File: src/design/vspc_pkg.sv
`default_nettype none
// ----------------------------------------------------------------------------
// vspc_pkg: shared types and constants of the sampling period controller
// Field widths, register indexes and the microcode word format of the
// sequencer that runs one control update per item.
// ----------------------------------------------------------------------------
package vspc_pkg;

    // field and register widths
    localparam int SAMPLE_WIDTH_DEF = 32;
    localparam int PHASOR_W         = 32;
    localparam int PERIOD_W         = 18;
    localparam int CFG_DATA_W       = 21;
    localparam int CFG_INDEX_W      = 3;
    localparam int SETPOINT_W       = 21;
    localparam int GAIN_W           = 16;
    localparam int OFFSET_W         = 21;
    localparam int ERR_W            = 32;
    localparam int PROD_W           = GAIN_W + ERR_W;
    localparam int GAIN_SHIFT       = 20;
    localparam int TERM_W           = PROD_W - GAIN_SHIFT;
    localparam int ACC_W            = 32;
    localparam int DIV_SHIFT        = 15;
    localparam int Q5_SHIFT         = 5;

    // configuration register indexes
    localparam logic [CFG_INDEX_W-1:0] CFG_FIXED_MODE = 3'd0;
    localparam logic [CFG_INDEX_W-1:0] CFG_SETPOINT   = 3'd1;
    localparam logic [CFG_INDEX_W-1:0] CFG_GAIN_NOW   = 3'd2;
    localparam logic [CFG_INDEX_W-1:0] CFG_GAIN_PREV  = 3'd3;
    localparam logic [CFG_INDEX_W-1:0] CFG_GAIN_OLDER = 3'd4;
    localparam logic [CFG_INDEX_W-1:0] CFG_OFFSET_MAX = 3'd5;
    localparam logic [CFG_INDEX_W-1:0] CFG_OFFSET_MIN = 3'd6;

    // microcode program
    localparam int PC_W = 4;
    typedef logic [PC_W-1:0] pc_t;

    localparam pc_t PC_IDLE   = 4'd0;
    localparam pc_t PC_PREP   = 4'd1;
    localparam pc_t PC_DIV    = 4'd2;
    localparam pc_t PC_ERR    = 4'd3;
    localparam pc_t PC_MUL0   = 4'd4;
    localparam pc_t PC_MAC1   = 4'd5;
    localparam pc_t PC_MAC2   = 4'd6;
    localparam pc_t PC_ACC    = 4'd7;
    localparam pc_t PC_CLAMP  = 4'd8;
    localparam pc_t PC_PERIOD = 4'd9;
    localparam pc_t PC_FIXED  = 4'd10;

    typedef enum logic [3:0] {
        OP_LOAD,
        OP_PREP,
        OP_DIV,
        OP_ERR,
        OP_MUL0,
        OP_MAC1,
        OP_MAC2,
        OP_ACC,
        OP_CLAMP,
        OP_PERIOD,
        OP_FIXED
    } op_t;

    typedef enum logic [2:0] {
        J_NEXT,     // always to pc + 1
        J_WAIT_IN,  // hold until an item is taken
        J_IF_FIXED, // to target in fixed mode, else pc + 1
        J_DIV,      // hold until the last divide step
        J_OUT       // to target once the output register is free
    } jump_t;

    typedef struct packed {
        op_t   op;
        jump_t jump;
        pc_t   target;
    } ctrl_word_t;

    // control store
    function automatic ctrl_word_t ucode(input pc_t pc);
        ctrl_word_t cw;
        cw = '{op: OP_LOAD, jump: J_WAIT_IN, target: PC_IDLE};
        unique case (pc)
            PC_IDLE:   cw = '{op: OP_LOAD,   jump: J_WAIT_IN,  target: PC_IDLE};
            PC_PREP:   cw = '{op: OP_PREP,   jump: J_IF_FIXED, target: PC_FIXED};
            PC_DIV:    cw = '{op: OP_DIV,    jump: J_DIV,      target: PC_IDLE};
            PC_ERR:    cw = '{op: OP_ERR,    jump: J_NEXT,     target: PC_IDLE};
            PC_MUL0:   cw = '{op: OP_MUL0,   jump: J_NEXT,     target: PC_IDLE};
            PC_MAC1:   cw = '{op: OP_MAC1,   jump: J_NEXT,     target: PC_IDLE};
            PC_MAC2:   cw = '{op: OP_MAC2,   jump: J_NEXT,     target: PC_IDLE};
            PC_ACC:    cw = '{op: OP_ACC,    jump: J_NEXT,     target: PC_IDLE};
            PC_CLAMP:  cw = '{op: OP_CLAMP,  jump: J_NEXT,     target: PC_IDLE};
            PC_PERIOD: cw = '{op: OP_PERIOD, jump: J_OUT,      target: PC_IDLE};
            PC_FIXED:  cw = '{op: OP_FIXED,  jump: J_OUT,      target: PC_IDLE};
            default:   cw = '{op: OP_LOAD,   jump: J_WAIT_IN,  target: PC_IDLE};
        endcase
        return cw;
    endfunction

endpackage : vspc_pkg
`default_nettype wire

File: src/design/variable_sampling_period_control.sv
`default_nettype none
// ----------------------------------------------------------------------------
// variable_sampling_period_control: sampling period tracking controller
// Takes one fundamental phasor per item and returns the timer period, in
// whole ticks, for the next sampling interval.
// ----------------------------------------------------------------------------
// Usage
//   Input channel  : in_valid / in_stall carrying phasor_imag, phasor_real.
//   Output channel : out_valid / out_stall carrying period_ticks.
//   Config port    : cfg_we, cfg_index, cfg_data; write only while idle.
//   A microcoded sequencer runs one item at a time; in_stall is low only
//   while the sequencer sits at its idle step.
//   Tracking mode: once the item is taken, the sequencer runs the prepare
//   step, the restoring divider (one quotient bit a cycle), then the error,
//   multiply, accumulate, clamp and period steps. Fixed mode: the prepare
//   step, then the fixed period step. The next item is taken only once the
//   sequencer is back at its idle step, in either mode.
//   The result sits in an output register, so a stalled receiver holds only
//   the final step; the next item is taken and worked on meanwhile.
//   Reset: fixed mode on, all other configuration registers and the error history and
//   offset accumulator cleared, no result pending.
// ----------------------------------------------------------------------------
module variable_sampling_period_control #(
    parameter int SAMPLE_WIDTH = vspc_pkg::SAMPLE_WIDTH_DEF
) (
    input  wire logic                                   clk,
    input  wire logic                                   rst_n,
    input  wire logic                                   in_valid,
    output logic                                        in_stall,
    input  wire logic signed [vspc_pkg::PHASOR_W-1:0]   phasor_imag,
    input  wire logic signed [vspc_pkg::PHASOR_W-1:0]   phasor_real,
    output logic                                        out_valid,
    input  wire logic                                   out_stall,
    output logic signed [vspc_pkg::PERIOD_W-1:0]        period_ticks,
    input  wire logic                                   cfg_we,
    input  wire logic [vspc_pkg::CFG_INDEX_W-1:0]       cfg_index,
    input  wire logic [vspc_pkg::CFG_DATA_W-1:0]        cfg_data
);
    import vspc_pkg::*;

    localparam int SW    = SAMPLE_WIDTH;
    localparam int DVS_W = SW - DIV_SHIFT;
    localparam int CNT_W = $clog2(SW);

    localparam logic signed [ERR_W-1:0] ERR_MAX = {1'b0, {(ERR_W-1){1'b1}}};
    localparam logic signed [ERR_W-1:0] ERR_MIN = {1'b1, {(ERR_W-1){1'b0}}};

    // configuration registers
    logic                        fixed_mode_reg;
    logic [SETPOINT_W-1:0]       setpoint_reg;
    logic signed [GAIN_W-1:0]    gain_now_reg;
    logic signed [GAIN_W-1:0]    gain_prev_reg;
    logic signed [GAIN_W-1:0]    gain_older_reg;
    logic signed [OFFSET_W-1:0]  offset_max_reg;
    logic signed [OFFSET_W-1:0]  offset_min_reg;

    // controller state
    logic signed [ERR_W-1:0]     err_newest_reg;
    logic signed [ERR_W-1:0]     err_previous_reg;
    logic signed [ERR_W-1:0]     err_oldest_reg;
    logic signed [OFFSET_W-1:0]  offset_reg;

    // sequencer and working registers
    pc_t                         pc_reg;
    pc_t                         pc_next;
    ctrl_word_t                  cw;
    logic [SW-1:0]               imag_reg;
    logic [SW-1:0]               real_reg;
    logic                        imag_neg_reg;
    logic                        imag_zero_reg;
    logic [DVS_W-1:0]            dvs_reg;
    logic [SW:0]                 rem_reg;
    logic [SW-1:0]               quo_reg;
    logic [CNT_W-1:0]            cnt_reg;
    logic signed [PROD_W-1:0]    prod_reg;
    logic signed [ACC_W-1:0]     acc_reg;
    logic                        out_valid_reg;
    logic                        out_valid_next;
    logic signed [PERIOD_W-1:0]  period_reg;

    logic                        in_take;
    logic                        out_free;
    logic                        cnt_last;
    logic [SW-1:0]               imag_mag;
    logic [SW-1:0]               real_mag;
    logic [SW:0]                 rem_shift;
    logic                        rem_ge;
    logic signed [ERR_W:0]       q_ext;
    logic signed [ERR_W:0]       q_neg;
    logic signed [ERR_W-1:0]     err_calc;
    logic signed [GAIN_W-1:0]    mul_a;
    logic signed [ERR_W-1:0]     mul_b;
    logic signed [PROD_W-1:0]    mul_out;
    logic signed [TERM_W-1:0]    term;
    logic signed [ACC_W-1:0]     acc_sum;
    logic signed [ACC_W-1:0]     max_ext;
    logic signed [ACC_W-1:0]     min_ext;
    logic signed [OFFSET_W+1:0]  period_sum;

    assign cw        = ucode(pc_reg);
    assign in_stall  = (pc_reg != PC_IDLE);
    assign in_take   = in_valid && !in_stall;
    assign out_free  = !out_valid_reg || !out_stall;
    assign cnt_last  = (cnt_reg == CNT_W'(SW - 1));
    assign out_valid    = out_valid_reg;
    assign period_ticks = period_reg;

    // result register: set at the output steps, held while stalled
    assign out_valid_next = (cw.op == OP_PERIOD) || (cw.op == OP_FIXED)
                            || (out_valid_reg && out_stall);

    // configuration writes
    always_ff @(posedge clk or negedge rst_n)
    begin
        if (!rst_n)
        begin
            fixed_mode_reg <= 1'b1;
            setpoint_reg   <= '0;
            gain_now_reg   <= '0;
            gain_prev_reg  <= '0;
            gain_older_reg <= '0;
            offset_max_reg <= '0;
            offset_min_reg <= '0;
        end
        else if (cfg_we)
        begin
            unique case (cfg_index)
                CFG_FIXED_MODE: fixed_mode_reg <= cfg_data[0];
                CFG_SETPOINT:   setpoint_reg   <= cfg_data[SETPOINT_W-1:0];
                CFG_GAIN_NOW:   gain_now_reg   <= cfg_data[GAIN_W-1:0];
                CFG_GAIN_PREV:  gain_prev_reg  <= cfg_data[GAIN_W-1:0];
                CFG_GAIN_OLDER: gain_older_reg <= cfg_data[GAIN_W-1:0];
                CFG_OFFSET_MAX: offset_max_reg <= cfg_data[OFFSET_W-1:0];
                CFG_OFFSET_MIN: offset_min_reg <= cfg_data[OFFSET_W-1:0];
                default:        ;
            endcase
        end
    end

    // next step of the program
    always_comb
    begin
        pc_next = pc_reg + pc_t'(1);
        unique case (cw.jump)
            J_NEXT:     pc_next = pc_reg + pc_t'(1);
            J_WAIT_IN:  pc_next = in_take ? pc_reg + pc_t'(1) : pc_reg;
            J_IF_FIXED: pc_next = fixed_mode_reg ? cw.target : pc_reg + pc_t'(1);
            J_DIV:      pc_next = cnt_last ? pc_reg + pc_t'(1) : pc_reg;
            J_OUT:      pc_next = out_free ? cw.target : pc_reg;
            default:    pc_next = PC_IDLE;
        endcase
    end

    // magnitudes of the sampled phasor
    assign imag_mag = imag_reg[SW-1] ? (~imag_reg + SW'(1)) : imag_reg;
    assign real_mag = real_reg[SW-1] ? (~real_reg + SW'(1)) : real_reg;

    // restoring divide step
    assign rem_shift = {rem_reg[SW-1:0], quo_reg[SW-1]};
    assign rem_ge    = (rem_shift >= (SW+1)'(dvs_reg));

    // phase error with saturation
    assign q_ext = signed'({{(ERR_W+1-SW){1'b0}}, quo_reg});
    assign q_neg = -q_ext;
    always_comb
    begin
        priority if (dvs_reg == '0)
            err_calc = imag_neg_reg ? ERR_MAX : (imag_zero_reg ? '0 : ERR_MIN);
        else if (imag_neg_reg)
            err_calc = (q_ext > signed'({1'b0, ERR_MAX})) ? ERR_MAX : q_ext[ERR_W-1:0];
        else
            err_calc = q_neg[ERR_W-1:0];
    end

    // shared gain multiplier
    always_comb
    begin
        unique case (cw.op)
            OP_MAC1:
            begin
                mul_a = gain_prev_reg;
                mul_b = err_previous_reg;
            end
            OP_MAC2:
            begin
                mul_a = gain_older_reg;
                mul_b = err_oldest_reg;
            end
            default:
            begin
                mul_a = gain_now_reg;
                mul_b = err_newest_reg;
            end
        endcase
    end
    assign mul_out = mul_a * mul_b;
    assign term    = prod_reg[PROD_W-1:GAIN_SHIFT];
    assign acc_sum = acc_reg + ACC_W'(term);

    assign max_ext    = ACC_W'(offset_max_reg);
    assign min_ext    = ACC_W'(offset_min_reg);
    assign period_sum = (OFFSET_W+2)'(offset_reg) + signed'({2'b00, setpoint_reg});

    // sequencer and datapath
    always_ff @(posedge clk or negedge rst_n)
    begin
        if (!rst_n)
        begin
            pc_reg           <= PC_IDLE;
            out_valid_reg    <= 1'b0;
            err_newest_reg   <= '0;
            err_previous_reg <= '0;
            err_oldest_reg   <= '0;
            offset_reg       <= '0;
        end
        else
        begin
            pc_reg        <= pc_next;
            out_valid_reg <= out_valid_next;
            unique case (cw.op)
                OP_LOAD:
                begin
                    if (in_take)
                    begin
                        imag_reg <= phasor_imag[SW-1:0];
                        real_reg <= phasor_real[SW-1:0];
                    end
                end
                OP_PREP:
                begin
                    imag_neg_reg  <= imag_reg[SW-1];
                    imag_zero_reg <= (imag_reg == '0);
                    dvs_reg       <= real_mag[SW-1:DIV_SHIFT];
                    quo_reg       <= imag_mag;
                    rem_reg       <= '0;
                    cnt_reg       <= '0;
                end
                OP_DIV:
                begin
                    rem_reg <= rem_ge ? (rem_shift - (SW+1)'(dvs_reg)) : rem_shift;
                    quo_reg <= {quo_reg[SW-2:0], rem_ge};
                    cnt_reg <= cnt_reg + CNT_W'(1);
                end
                OP_ERR:
                begin
                    err_oldest_reg   <= err_previous_reg;
                    err_previous_reg <= err_newest_reg;
                    err_newest_reg   <= err_calc;
                    acc_reg          <= ACC_W'(offset_reg);
                end
                OP_MUL0:
                begin
                    prod_reg <= mul_out;
                end
                OP_MAC1, OP_MAC2:
                begin
                    prod_reg <= mul_out;
                    acc_reg  <= acc_sum;
                end
                OP_ACC:
                begin
                    acc_reg <= acc_sum;
                end
                OP_CLAMP:
                begin
                    priority if (acc_reg > max_ext)
                    begin
                        offset_reg     <= offset_max_reg;
                        err_newest_reg <= err_previous_reg;
                    end
                    else if (acc_reg < min_ext)
                    begin
                        offset_reg     <= offset_min_reg;
                        err_newest_reg <= err_previous_reg;
                    end
                    else
                        offset_reg <= acc_reg[OFFSET_W-1:0];
                end
                OP_PERIOD:
                begin
                    if (out_free)
                        period_reg <= period_sum[OFFSET_W+1:Q5_SHIFT];
                end
                OP_FIXED:
                begin
                    if (out_free)
                        period_reg <= signed'({2'b00, setpoint_reg[SETPOINT_W-1:Q5_SHIFT]});
                end
                default: ;
            endcase
        end
    end

endmodule : variable_sampling_period_control
`default_nettype wire

File: config.mk
export PLATFORM = sky130hd
export DESIGN_NAME = variable_sampling_period_control
export DESIGN_NICKNAME = d
export VERILOG_FILES = /design/src/design/vspc_pkg.sv /design/src/design/variable_sampling_period_control.sv
export SDC_FILE = /design/constraint.sdc
export NUM_CORES = 2
export LEC_CHECK = 0
export BUFFER_PORTS_ARGS = -buffer_cell sky130_fd_sc_hd__buf_2
export CORE_ASPECT_RATIO = 1.2
export CORE_MARGIN = 3
export CORE_UTILIZATION = 70
export DETAILED_ROUTE_END_ITERATION = 6
export HOLD_SLACK_MARGIN = 0.03
export PLACE_DENSITY = 0.91
export REMOVE_ABC_BUFFERS = 1
export SLEW_MARGIN = 40
export SYNTH_ARGS = -nofsm -noshare
export SYNTH_HDL_FRONTEND = slang
export SYNTH_SLANG_ARGS = --single-unit
export TNS_END_PERCENT = 10
File: constraint.sdc
create_clock -name clk -period 13.2 [get_ports clk]
set_clock_uncertainty 0.15 [all_clocks]
set_input_delay 2.64 -clock clk [delete_from_list [all_inputs] [get_ports clk]]
set_output_delay 2.64 -clock clk [all_outputs]
set_load 0.005 [all_outputs]
# After elaboration in Yosys (flattened, before gate mapping)

Memories as Yosys holds them, arrays and structs flattened.
Cells that the tools add are included.
W data, S select, Z words.

Multiply operators: 1
Add/subtract/negate cells: 8
Multiplexer cells: 27
Eq/ne operators: 27
Order comparisons: 4
Bitwise operators: 2
Reduce and logical (&&, ||, !) cells: 35

Operators with widths:

| operator                | count |
|---|---|
| $pmux W32 S2            | 5 |
| $mux W32                | 9 |
| $add A32 B1 Y32 const B | 2 |
| $not A32 Y32            | 2 |
| $mul A16 B32 Y48        | 1 |
| $mux W21                | 2 |
| $mux W18                | 2 |
| $pmux W18 S2            | 1 |
| $ge A33 B17 Y1          | 1 |
| $add A32 B28 Y32        | 1 |
| $gt A32 B21 Y1          | 1 |
| $gt A32 B31 Y1 const B  | 1 |
| $logic_not A32 Y1       | 1 |
| $lt A32 B21 Y1          | 1 |
| $neg A32 Y32            | 1 |
| $pmux W16 S2            | 1 |
| $sub A32 B17 Y32        | 1 |
| $mux W31                | 1 |
| $reduce_and A2 Y1       | 12 |
| $add A21 B22 Y23        | 1 |
| $pmux W4 S5             | 1 |
| $logic_not A17 Y1       | 1 |
| $eq A4 B3 Y1 const B    | 4 |
| $mux W4                 | 4 |
| 22 further kinds        | 47 |

Output and inout port bits: 20
Word-level logic and storage cells: 130
Memories: 1
Bits of input ports: 93
Bits in read-only memories: 144
Register bits: 484

Memory list:

| memory          | words | bits a word | rd ports | clocked after Yosys merged registers in | write ports | line           | source |
|---|---|---|---|---|---|---|---|
| (no name shown) | 16    | 9           | 1        | 0                                       | 0           | vspc_pkg.sv:83 | `unique case (pc)` |

# Depth between registers and ports, before layout

Depth in word-level cells: 5
Gate-level depth with buffers: 33
Gate-level depth less buffers: 28

# Worst setup path after synthesis

Ideal clock, no wire load.

Kind: flip-flop to flip-flop
Start point: reg pc_reg[0]
End point: reg prod_reg[47] (data pin)
Setup slack: 5.241 ns
Cell stages (with the launch flop): 34
Arrival: 7.550 ns
Path through: dfrtp_1 -> buf_2 -> clkbuf_1 -> clkbuf_1 -> clkbuf_1 -> nor2_1 -> a21oi_1 -> o22ai_1 -> a21oi_1 -> clkbuf_1 -> nand2_1 -> fa_1 -> inv_1 -> fa_1 -> inv_1 -> fa_1 -> inv_1 -> fa_1 -> fa_1 -> inv_1 -> fa_1 -> inv_1 -> ha_1 -> clkbuf_1 -> a21o_1 -> a21o_1 -> a21oi_1 -> nor2_1 -> or3_1 -> nand3_1 -> nand3_1 -> a41oi_1 -> o21bai_1 -> xnor2_1

Longest elaborated chain between the ends: 4
Elaborated cells between the ends (all ways): 6

RTL lines:

| element                                      | line                                    | source |
|---|---|---|
| start: declaration                           | variable_sampling_period_control.sv:64  | `pc_t pc_reg;` |
| start signal: assignment                     | variable_sampling_period_control.sv:218 | `pc_reg <= pc_next;` |
| $mem_v2 Z16 W9 (*)                           | -                                       |  |
| $eq A4 B3 Y1                                 | variable_sampling_period_control.sv:178 | `unique case (cw.op)` |
| $pmux W16 S2 or $pmux W32 S2 (tied branches) | variable_sampling_period_control.sv:178 |  |
| $mul A16 B32 Y48 (*)                         | variable_sampling_period_control.sv:196 | `assign mul_out = mul_a * mul_b;` |
| named net mul_out[47]                        | variable_sampling_period_control.sv:93  | `logic signed [PROD_W-1:0] mul_out;` |
| end signal: assignment                       | variable_sampling_period_control.sv:253 | `prod_reg <= mul_out;` |
| end signal: assignment                       | variable_sampling_period_control.sv:257 | `prod_reg <= mul_out;` |
| end: declaration                             | variable_sampling_period_control.sv:75  | `logic signed [PROD_W-1:0] prod_reg;` |

Mark *: on every way through the listed nets, which the timed path passes. The rest lies on a longest branch.
A chain may end at the register's enable or synchronous reset.

# Worst setup path after layout

Start point: reg pc_reg[1]
End point: reg prod_reg[39] (data pin)

The elaborated chain is that of the path after synthesis.

==> results.toml <==
[power]
clockPowerShare_pct = 37.3
p_total_mw = 3.87
sw_frac_of_total_pct = 30.1
p_seq_share_pct = 42.9
leakage_nw = 21.2
vdd_ir_drop_max_mv = 0.150
powerDensity_nw_per_um2 = 83.0
power.switching_mw = 1.16
p_comb_share_pct = 19.8
p_int_mw = 2.70

[layout]
ff_latch_area_um2 = 12800
final_nets = 5456
multiInputGateArea_um2 = 27400
finalCoreUtilization_pct = 76.4
syn2layout_area_growth_pct = 7.92
fillers = 3804
mostFrequentLayoutCells = "nand2_1 (690), inv_1 (662), fa_1 (487)"
drive_gt1_share_pct = 10.1
layout_commonest_cell = "nand2_1"

[critical_path]
worst-path-max-fanout = 39
critPathLaunchType = "flop"
endpoint_kind = "flop"
crit_arrival_ns = 9.68
critical_path_required_ns = 13.40
path_class = "flop to flop"
critPathLaunch = "pc_reg[1]"
timing.rr.start = "pc_reg[1]"

[global_routing]
met2_usage_pct = 63.0
grtUsageTotal_pct = 38.9
grt_first_pass_wirelength_um = 197000
antenna_found_initial = 6
met3_usage_pct = 10.7
use_met1_pct = 45.2
busiest_layer = "met2"
grt_pass1_vias = 37011
overflow = 0
grt_max_degree = 146

[timing]
relSlewSlack_pct = 41.2
finalHoldViolations = 0
fin_tns_setup_ns = 0
tightest_slew_ns = 0.878
finalSetupViolCount = 0
clock.fmax_mhz = 105
drv_slew = 0
period_share_pct = 71.8
fin_crit_ns = 9.48
rsz0062_at_grt = "no"

[floorplanning]
coreArea_um2 = 60900
core.rowCount = 99
fp.dieH_um = 278
fp.dieArea_um2 = 64700
start_util_pct = 70.8
ios = 113
die_w_um = 233

[placed_design]
port_buffers = 112
dpl.hpwl_um = 91100
gp_congestion = 1.00

[clock_network]
post_cts_resized = 0
numCtsBuffers = 49
clk_pin_slew_worst_paths_ns = 0.07
cts_tree = "yes"
postCtsSetupRepairBufs = 0
cts.sinks = 464
ctsHoldBuffers = 0
h-tree-depth = 2
clockBufferDepth = 3
clkLatencyLatePin_ns = 0.62
cts_root_buffer = "clkbuf_16"

[routing]
wl_per_cell_um = 22.8
drt_iter0_markers = 3974
vias = 35599
dr.pass1.iters = 7
drtAntennaViolNets = 0
finalWirelength_um = 125000
drc_errors = 2
vias_per_cell = 6.50

[logic_synthesis]
avgSynthCellArea_um2 = 9.41
yosysUniqueCellTypes = 83
synth_edf_count = 230
syn_inst = 4587
syn-cell-area_um2 = 43200
synth-seq-cells = 464
yosysWarnings = 0
synthFlopType = "dfrtp_1"
ys_seq_area_share_pct = 29.6
synthArstFlopShare_pct = 50.4

[run]
cap_violations = 0

[min_path]
min_from = "err_oldest_reg[28]"
hold_class = "flop to flop"

[status]
violations = "design-rule violations"
status = "finished, violations left"
-- synthesized netlist by cell type, types with 36 or more instances --
master,number,area (um2)
mux2_2,120,1350
inv_1,662,2480
o21ai_0,174,871
o22ai_1,80,500
nor2b_1,39,244
fa_1,487,9750
xnor2_1,68,596
nand2_1,691,2590
edfxtp_1,230,6910
or3_1,48,300
xor2_1,69,604
nor2_1,344,1290
o211ai_1,41,308
a21o_1,103,773
ha_1,254,3180
nor3_1,41,205
nand4_1,36,225
clkbuf_1,172,646
a21oi_1,237,1190
dfrtp_1,233,5830
nand3_1,58,290
-- power by group through the flow --
stage	clock (mW)	sequential, mW	combinational, mW
final	1.44	1.66	0.765
after global placement	0	1.68	0.677
after CTS	1.45	1.66	0.731
after detailed placement	0	1.68	0.719
after floorplan	0	1.66	0.462
after global routing	1.51	1.66	0.822
-- routing by layer --
layer | part of all wire, % | vias to the layer above
li1 | - | 15297
met1 | 33 | 17094
met2 | 46 | 2396
met3 | 11 | 806
met4 | 9.0 | 6
met5 | 0.031 | -
-- layout make-up --
| type | count | share of cell area, % |
|---|---|---|
| multi-input cells | 3260 | 58.9 |
| flip-flops and latches | 464 | 27.4 |
| inverters | 664 | 5.35 |
| clock buffers | 69 | 3.08 |
| repair buffers | 183 | 2.56 |
| well taps | 808 | 2.17 |
| clock inverters | 22 | 0.524 |
| diodes | 3 | 0.0161 |
-- per-stage QoR --
| step | cells | hold slack [ns] | instance area, um2 | setup slack [ns] |
|---|---|---|---|---|
| floorplan | 4388 | 0.290 | 42400 | 2.22 |
| global placement | 5372 | 0.302 | 44700 | 3.90 |
| detailed placement | 5376 | 0.308 | 44800 | 3.77 |
| CTS | 5467 | 0.323 | 46500 | 3.74 |
| global route | 5470 | 0.351 | 46600 | 3.36 |
| finish | 5473 | 0.325 | 46600 | 3.72 |
-- critical path: stages (launching register included) --
cell and delay, ns:
dfrtp_4 0.76, inv_1 0.26, a21oi_4 0.61, buf_4 0.48, o22ai_1 0.20, a21oi_4 0.44
buf_8 0.28, nand2_1 0.11, fa_1 0.54, inv_1 0.05, fa_1 0.48, fa_1 0.56
fa_1 0.43, fa_1 0.49, inv_1 0.05, fa_1 0.51, inv_1 0.05, ha_1 0.36
a211oi_1 0.24, o21ai_0 0.13, a21oi_1 0.17, nand2_1 0.07, o41ai_1 0.66, o21ai_0 0.35
a21oi_1 0.29, nand3b_1 0.22, o31ai_1 0.11, xor2_1 0.14
-- path summary, 6_finish.rpt --
path                       cells after the start  slack (ns)            endpoint
setup reg to reg                              27        3.72        prod_reg[39]
max in group asynchronous                      3        9.62  err_oldest_reg[16]
hold reg to reg                                2        0.32  err_oldest_reg[28]
hold / removal                                 2        0.32  err_oldest_reg[28]
min in group asynchronous                      1        1.89  offset_max_reg[10]
setup / recovery                              27        3.72        prod_reg[39]
-- cell families after synthesis --
group	after synthesis	share of synthesized area, %
DFF	464	29.6
adders and majority gates	741	30.0
xor gates and xnor gates	137	2.78
and+or+nand+nor	1410	14.4
buffers and inverters	863	7.52
muxes	127	3.29
AOI/OAI and AO/OA	845	12.4
No activity file was read; power rests on OpenSTA's default activity.
